[config.mk]
export PLATFORM = sky130hd
export DESIGN_NAME = lramt_walk
export DESIGN_NICKNAME = d
export VERILOG_FILES = /design/src/rtl/core/lramt_pkg.sv /design/src/rtl/core/lramt_walk.sv
export SDC_FILE = /design/constraint.sdc
export NUM_CORES = 2
export LEC_CHECK = 0
export ABC_AREA = 1
export BUFFER_PORTS_ARGS = -buffer_cell sky130_fd_sc_hd__clkbuf_2
export CAP_MARGIN = 20
export CELL_PAD_IN_SITES_DETAIL_PLACEMENT = 0
export CELL_PAD_IN_SITES_GLOBAL_PLACEMENT = 1
export CORE_ASPECT_RATIO = 1.1
export CORE_MARGIN = 2
export CORE_UTILIZATION = 40
export CTS_BUF_LIST = sky130_fd_sc_hd__clkbuf_4 sky130_fd_sc_hd__clkbuf_8 sky130_fd_sc_hd__clkbuf_16
export DETAILED_ROUTE_END_ITERATION = 7
export GPL_TIMING_DRIVEN = 0
export PLACE_DENSITY = 0.75
export SYNTH_ARGS = -nofsm -noshare
export SYNTH_HDL_FRONTEND = slang
export SYNTH_SLANG_ARGS = --single-unit
export TNS_END_PERCENT = 10
[constraint.sdc]
create_clock -name clk -period 6.5 [get_ports clk]
set_input_delay 1.625 -clock clk [delete_from_list [all_inputs] [get_ports clk]]
set_output_delay 1.625 -clock clk [all_outputs]
set_load 0.05 [all_outputs]
[src/rtl/core/lramt_pkg.sv]
// ----------------------------------------------------------------------------
// lramt_pkg
// Shared types, constants and saturating arithmetic for the lazy range-add /
// range-max tree.
// ----------------------------------------------------------------------------
package lramt_pkg;

    localparam int DW      = 40;
    localparam int DELTA_W = 16;

    localparam logic signed [DW-1:0] VAL_MAX = {1'b0, {(DW-1){1'b1}}};
    localparam logic signed [DW-1:0] VAL_MIN = {1'b1, {(DW-1){1'b0}}};

    localparam logic OP_ADD   = 1'b0;
    localparam logic OP_QUERY = 1'b1;

    typedef enum logic [2:0] {
        ST_CLEAR,
        ST_IDLE,
        ST_READ,
        ST_EVAL,
        ST_CHILD_A,
        ST_CHILD_B,
        ST_NODE,
        ST_UP
    } walk_state_t;

    function automatic logic signed [DW-1:0] sat_add(input logic signed [DW-1:0] a,
                                                     input logic signed [DW-1:0] b);
        logic signed [DW:0] s;
        s = {a[DW-1], a} + {b[DW-1], b};
        if (s[DW] != s[DW-1])
            return s[DW] ? VAL_MIN : VAL_MAX;
        else
            return s[DW-1:0];
    endfunction

endpackage

[src/rtl/core/lramt_walk.sv]
// ----------------------------------------------------------------------------
// lramt_walk
// Tree walker: clears the node memories after reset, then walks the tree
// depth first per transaction, pushing pending adds down and rebuilding
// maxima on the way back up after an add.
// ----------------------------------------------------------------------------
module lramt_walk
    import lramt_pkg::*;
#(
    parameter int LEAVES = 1024
) (
    input  logic                                clk,
    input  logic                                rst_n,
    input  logic                                start,
    output logic                                busy,
    input  logic                                opcode,
    input  logic [$clog2(LEAVES+1)-1:0]         range_low,
    input  logic [$clog2(LEAVES+1)-1:0]         range_high,
    input  logic signed [DELTA_W-1:0]           delta,
    output logic                                done,
    output logic signed [DW-1:0]                range_max,
    output logic                                max_we,
    output logic [$clog2(LEAVES)+0:0]           max_waddr,
    output logic signed [DW-1:0]                max_wdata,
    output logic [$clog2(LEAVES)+0:0]           max_raddr,
    input  logic signed [DW-1:0]                max_rdata,
    output logic                                pend_we,
    output logic [$clog2(LEAVES)+0:0]           pend_waddr,
    output logic signed [DW-1:0]                pend_wdata,
    output logic [$clog2(LEAVES)+0:0]           pend_raddr,
    input  logic signed [DW-1:0]                pend_rdata
);

    localparam int LOG   = $clog2(LEAVES);
    localparam int SPAN  = 1 << LOG;
    localparam int NODES = 2 * SPAN - 1;
    localparam int AW    = LOG + 1;
    localparam int PW    = LOG + 1;
    localparam int LW    = $clog2(LOG + 1);
    localparam int RW    = $clog2(LEAVES + 1);

    walk_state_t state_reg, state_next;
    logic [AW-1:0]          clr_cnt_reg, clr_cnt_next;
    logic                   done_reg, done_next;
    logic signed [DW-1:0]   result_reg, result_next;

    logic                   op_reg, op_next;
    logic [PW-1:0]          qa_reg, qa_next;
    logic [PW-1:0]          qb_reg, qb_next;
    logic signed [DW-1:0]   x_reg, x_next;
    logic [AW-1:0]          k_reg, k_next;
    logic [LW-1:0]          lev_reg, lev_next;
    logic [PW-1:0]          lo_reg, lo_next;
    logic [PW-1:0]          size_reg, size_next;
    logic signed [DW-1:0]   m1_reg, m1_next;
    logic signed [DW-1:0]   p_reg, p_next;
    logic signed [DW-1:0]   t_reg, t_next;
    logic                   disj_reg, disj_next;
    logic                   full_reg, full_next;
    logic                   child_sel_reg, child_sel_next;
    logic signed [DW-1:0]   ret_val_reg, ret_val_next;
    logic                   ret_ok_reg, ret_ok_next;

    logic                   stk_phase_reg [LOG+1];
    logic signed [DW-1:0]   stk_val_reg   [LOG+1];
    logic                   stk_ok_reg    [LOG+1];
    logic                   stk_we;
    logic [LW-1:0]          stk_widx;
    logic                   stk_phase_w;
    logic signed [DW-1:0]   stk_val_w;
    logic                   stk_ok_w;

    logic [PW-1:0]          a_cl, b_cl, node_hi;
    logic [AW-1:0]          child_l, child_r, parent;
    logic [LW-1:0]          pl;
    logic                   is_add, leaf, disj_c, full_c, need_child;
    logic                   l_ok, c_ok;
    logic signed [DW-1:0]   l_val, c_val, nv;

    assign a_cl = (range_low  > RW'(LEAVES)) ? PW'(LEAVES) : PW'(range_low);
    assign b_cl = (range_high > RW'(LEAVES)) ? PW'(LEAVES) : PW'(range_high);

    assign is_add     = (op_reg == OP_ADD);
    assign leaf       = (size_reg == PW'(1));
    assign node_hi    = lo_reg + size_reg;
    assign disj_c     = (qb_reg <= lo_reg) || (node_hi <= qa_reg);
    assign full_c     = (qa_reg <= lo_reg) && (node_hi <= qb_reg);
    assign need_child = !leaf && ((pend_rdata != '0) || (full_c && is_add));

    assign child_l = {k_reg[AW-2:0], 1'b1};
    assign child_r = child_l + AW'(1);
    assign parent  = {1'b0, k_reg[AW-1:1]} - AW'(1);
    assign pl      = lev_reg - LW'(1);

    assign l_val = stk_val_reg[pl];
    assign l_ok  = stk_ok_reg[pl];
    assign nv    = (full_reg && is_add) ? sat_add(m1_reg, x_reg) : m1_reg;

    always_comb
    begin
        if (is_add || (l_ok && ret_ok_reg))
            c_val = (l_val > ret_val_reg) ? l_val : ret_val_reg;
        else if (l_ok)
            c_val = l_val;
        else
            c_val = ret_val_reg;
        c_ok = l_ok || ret_ok_reg;
    end

    assign busy      = (state_reg != ST_IDLE);
    assign done      = done_reg;
    assign range_max = result_reg;

    // next state
    always_comb
    begin
        state_next = state_reg;
        case (state_reg)
            ST_CLEAR:
            begin
                if (clr_cnt_reg == AW'(NODES - 1))
                    state_next = ST_IDLE;
            end
            ST_IDLE:
            begin
                if (start && (a_cl < b_cl))
                    state_next = ST_READ;
            end
            ST_READ:
                state_next = ST_EVAL;
            ST_EVAL:
                state_next = need_child ? ST_CHILD_A : ST_NODE;
            ST_CHILD_A:
                state_next = ST_CHILD_B;
            ST_CHILD_B:
                state_next = child_sel_reg ? ST_NODE : ST_CHILD_A;
            ST_NODE:
                state_next = (disj_reg || full_reg) ? ST_UP : ST_READ;
            ST_UP:
            begin
                if (lev_reg == '0)
                    state_next = ST_IDLE;
                else if (!stk_phase_reg[pl])
                    state_next = ST_READ;
            end
            default:
                state_next = ST_IDLE;
        endcase
    end

    // datapath and memory control
    always_comb
    begin
        clr_cnt_next   = clr_cnt_reg;
        done_next      = 1'b0;
        result_next    = result_reg;
        op_next        = op_reg;
        qa_next        = qa_reg;
        qb_next        = qb_reg;
        x_next         = x_reg;
        k_next         = k_reg;
        lev_next       = lev_reg;
        lo_next        = lo_reg;
        size_next      = size_reg;
        m1_next        = m1_reg;
        p_next         = p_reg;
        t_next         = t_reg;
        disj_next      = disj_reg;
        full_next      = full_reg;
        child_sel_next = child_sel_reg;
        ret_val_next   = ret_val_reg;
        ret_ok_next    = ret_ok_reg;

        max_we     = 1'b0;
        max_waddr  = k_reg;
        max_wdata  = '0;
        max_raddr  = k_reg;
        pend_we    = 1'b0;
        pend_waddr = k_reg;
        pend_wdata = '0;
        pend_raddr = k_reg;

        stk_we      = 1'b0;
        stk_widx    = lev_reg;
        stk_phase_w = 1'b0;
        stk_val_w   = ret_val_reg;
        stk_ok_w    = ret_ok_reg;

        case (state_reg)
            ST_CLEAR:
            begin
                max_we       = 1'b1;
                max_waddr    = clr_cnt_reg;
                pend_we      = 1'b1;
                pend_waddr   = clr_cnt_reg;
                clr_cnt_next = clr_cnt_reg + AW'(1);
            end
            ST_IDLE:
            begin
                if (start)
                begin
                    op_next   = opcode;
                    qa_next   = a_cl;
                    qb_next   = b_cl;
                    x_next    = {{(DW-DELTA_W){delta[DELTA_W-1]}}, delta};
                    k_next    = '0;
                    lev_next  = '0;
                    lo_next   = '0;
                    size_next = PW'(SPAN);
                    if (!(a_cl < b_cl))
                    begin
                        done_next   = 1'b1;
                        result_next = '0;
                    end
                end
            end
            ST_READ:
            begin
            end
            ST_EVAL:
            begin
                m1_next        = sat_add(max_rdata, pend_rdata);
                p_next         = pend_rdata;
                disj_next      = disj_c;
                full_next      = full_c;
                child_sel_next = 1'b0;
                pend_raddr     = child_l;
            end
            ST_CHILD_A:
                t_next = sat_add(pend_rdata, p_reg);
            ST_CHILD_B:
            begin
                pend_we    = 1'b1;
                pend_waddr = child_sel_reg ? child_r : child_l;
                pend_wdata = (full_reg && is_add) ? sat_add(t_reg, x_reg) : t_reg;
                if (!child_sel_reg)
                begin
                    pend_raddr     = child_r;
                    child_sel_next = 1'b1;
                end
            end
            ST_NODE:
            begin
                max_we       = 1'b1;
                max_wdata    = nv;
                pend_we      = 1'b1;
                ret_val_next = nv;
                ret_ok_next  = !disj_reg;
                if (!disj_reg && !full_reg)
                begin
                    stk_we      = 1'b1;
                    stk_phase_w = 1'b0;
                    k_next      = child_l;
                    lev_next    = lev_reg + LW'(1);
                    size_next   = size_reg >> 1;
                end
            end
            ST_UP:
            begin
                if (lev_reg == '0)
                begin
                    done_next   = 1'b1;
                    result_next = (!is_add && ret_ok_reg) ? ret_val_reg : '0;
                end
                else if (!stk_phase_reg[pl])
                begin
                    stk_we      = 1'b1;
                    stk_widx    = pl;
                    stk_phase_w = 1'b1;
                    k_next      = k_reg + AW'(1);
                    lo_next     = lo_reg + size_reg;
                end
                else
                begin
                    if (is_add)
                    begin
                        max_we    = 1'b1;
                        max_waddr = parent;
                        max_wdata = c_val;
                    end
                    ret_val_next = c_val;
                    ret_ok_next  = c_ok;
                    k_next       = parent;
                    lev_next     = pl;
                    lo_next      = lo_reg - size_reg;
                    size_next    = size_reg << 1;
                end
            end
            default:
            begin
            end
        endcase
    end

    always_ff @(posedge clk or negedge rst_n)
    begin
        if (!rst_n)
        begin
            state_reg   <= ST_CLEAR;
            clr_cnt_reg <= '0;
            done_reg    <= 1'b0;
        end
        else
        begin
            state_reg   <= state_next;
            clr_cnt_reg <= clr_cnt_next;
            done_reg    <= done_next;
        end
    end

    always_ff @(posedge clk)
    begin
        result_reg    <= result_next;
        op_reg        <= op_next;
        qa_reg        <= qa_next;
        qb_reg        <= qb_next;
        x_reg         <= x_next;
        k_reg         <= k_next;
        lev_reg       <= lev_next;
        lo_reg        <= lo_next;
        size_reg      <= size_next;
        m1_reg        <= m1_next;
        p_reg         <= p_next;
        t_reg         <= t_next;
        disj_reg      <= disj_next;
        full_reg      <= full_next;
        child_sel_reg <= child_sel_next;
        ret_val_reg   <= ret_val_next;
        ret_ok_reg    <= ret_ok_next;
        if (stk_we)
        begin
            stk_phase_reg[stk_widx] <= stk_phase_w;
            if (stk_phase_w)
            begin
                stk_val_reg[stk_widx] <= stk_val_w;
                stk_ok_reg[stk_widx]  <= stk_ok_w;
            end
        end
    end

endmodule

==> results.ini <==
[status]
status = finished, violations left
violations = negative setup slack

[final_layout]
fin_nets = 6755
fin_util = 0.491
syn2layout_area_growth_pct = 22.2
diodes = 0
final_layout_size_suffix_gt1_frac = 0.168
largest_register_ffs = 440

[route]
ant_nets = 0
drtIter0Drc = 3979
vias_per_cell = 5.45
firstDrtPassIters = 6
routed_wl_um = 187000
num_vias = 43800
routedWlPerCell_um = 23.3
route.detailed.drc = 0

[setup_path]
critPathBufInv = 12
arrival_ns = 5.23
cp.required_ns = 4.88
cp-end-kind = output port
cp-start-kind = flip-flop
critPathKind = reg -> out
crit_family = buffers and inverters
r2r_setup_slack_ns = 1.90
path_max_fanout = 10
slowest_stage = edfxtp_1
cp_slowest_stage_delay_ns = 0.37
critPathMostFrequentCell = buf_12
critPathLaunch = lev_reg[0]
r2r_start = lev_reg[0]

[die]
core_sq_um = 121000
start_util = 0.402
dieArea_sq_um = 124000
num_io_pins = 290
rows = 134
chipWidth_um = 336
die_y_um = 369

[global_routing]
grt_pass1_vias = 42500
grt_pass1_wl_um = 273000
grt.total_usage = 0.296
grt_overflow = 0
antenna_found_initial = 3
grt_max_degree = 71

[sta]
slew_viol_final = 0
post-route-period-util = 1.05
slew_headroom = 0.199
worst_slew_pin_slew_ns = 1.20
fin_skew_ns = 0.0565
finalCriticalPeriod_ns = 6.85
whs_ns = 0.523
max_clock_freq_mhz = 146
setup_viol = 40
rsz0062_at_grt = yes
timing.final.ws_setup_ns = -0.352
report.final.hold_viol_count = 0

[yosys]
synth.most_common_cell = nand2_1
yosysTopAreaCell = edfxtp_1
synth.cell_area_sq_um = 48600
ys.flop_type = edfxtp_1
synth.distinct_cells = 59
synth-edff-count = 742
syn-num-nets = 6275
syn-instance-count = 5865
synth_top_area_share = 0.459
avgSynthCellArea_sq_um = 8.28
synthTopCellsByCount = 1,645 x nand2_1, 742 x edfxtp_1, 637 x nor2_1
async_flop_share = 0.0198
synth.area.top_cells = edfxtp_1 46%, nand2_1 13%, ha_1 7.3%
ys_seq_elements = 757
yosysSeqAreaShare = 0.466
ys_warn_count = 0

[cts]
cts_made_buffers = 81
cts_root_buffer = clkbuf_16
clock_latency_ns = 0.72
tritoncts = built
clk_pin_slew_ns = 0.06
htree_levels = 3
clk_path_buf_depth = 3
cts_sinks = 757

[placed_design]
place_congestion = 0.978
io_buffers = 289
hpwlAfterDp_um = 148000
place_ws_ns = -2.47

[flow_run]
max-cap-violations = 0

[worst_hold_path]
hp-class = reg -> reg
hold_start = clr_cnt_reg[10]

## layer usage
layer,global-route usage,vias to the layer above,routed length (um),share of wire
met5,0,-,47,0.00025
met4,0.117,6,8030,0.043
met3,0.0500,322,13500,0.072
met2,0.497,1706,88500,0.47
met1,0.381,20900,77300,0.41
li1,-,20900,-,-
## final cells by class
cell class / instances / area (sq um)
clock buffers: 94 / 2120
flip-flops and latches: 757 / 22700
well taps: 1632 / 2040
inverters: 545 / 2080
multi-input cells: 4340 / 24800
repair buffers: 400 / 3390
plain buffers: 220 / 1660
clock inverters: 51 / 563
fillers: 11800 / 61500
## cells by family after synthesis
family / synth area share
buffers and inverters: 0.0654
AND/OR/NAND/NOR: 0.249
adder cells (fa/ha/maj): 0.0751
AO/OA/AOI/OAI: 0.113
flip-flops: 0.466
XOR/XNOR: 0.0317
## worst paths after layout
kind	cells past startpoint	to
hold reg to reg	1	clr_cnt_reg[10]
min in group asynchronous	1	clr_cnt_reg[2]
hold / removal	1	clr_cnt_reg[10]
max in group asynchronous	1	state_reg[0]
setup reg to reg	30	ret_val_reg[4]
setup / recovery	31	max_wdata[4]
## what timing repair did
action / in CTS / in global routing
hold buffers: 0 / 0
setup buffers: 57 / 25
pin swaps: 88 / 124
setup endpoints to repair: 108 / 73
resized for setup: 506 / 253
gates cloned: 8 / 1
## layout by cell type (no fill, tap or decap), types with 18 or more instances in the layout
master     Yosys  routed
clkbuf_1      96      55
clkbuf_16      0     109
nand3_1      401     323
clkinv_1       6      19
buf_8          0      27
buf_6         16      29
clkbuf_4       0      33
nor2_2         8      21
a31oi_1       36      36
ha_1         282     261
nor2_1       637     603
o22ai_1       47      28
o21ai_1       34      44
o21ai_0      282     267
inv_1        523     522
xnor2_1       55      55
edfxtp_1     742     742
buf_4         18      94
buf_2         84      73
o21bai_1      30      30
buf_12         0      34
nand4_1       89      89
nor3_1        61      55
nand2_2        4      58
nor4_1        25      23
a21oi_2        0      30
nand3_2        7      78
o22ai_4        1      26
clkbuf_2       0     242
a21oi_1      383     348
o211ai_1      18      18
xor2_1       112     111
ha_4           0      21
nor2_4         0      21
nand2_1     1645    1559
a21o_1        25      25
nand2_4        2      33
## through the flow
stage,TNS [ns],instance area [sq um],cells
after CTS,-9.73,58300,8017
after floorplan,0,48600,5865
after detailed placement,-108.91,52600,7808
after global routing,-18.54,59300,8039
after global placement,-683.31,52100,7786
final,-10.27,59300,8039
Power is not shown: default switching activity piles up to over one toggle a cycle in this logic, so the estimate is an artifact.
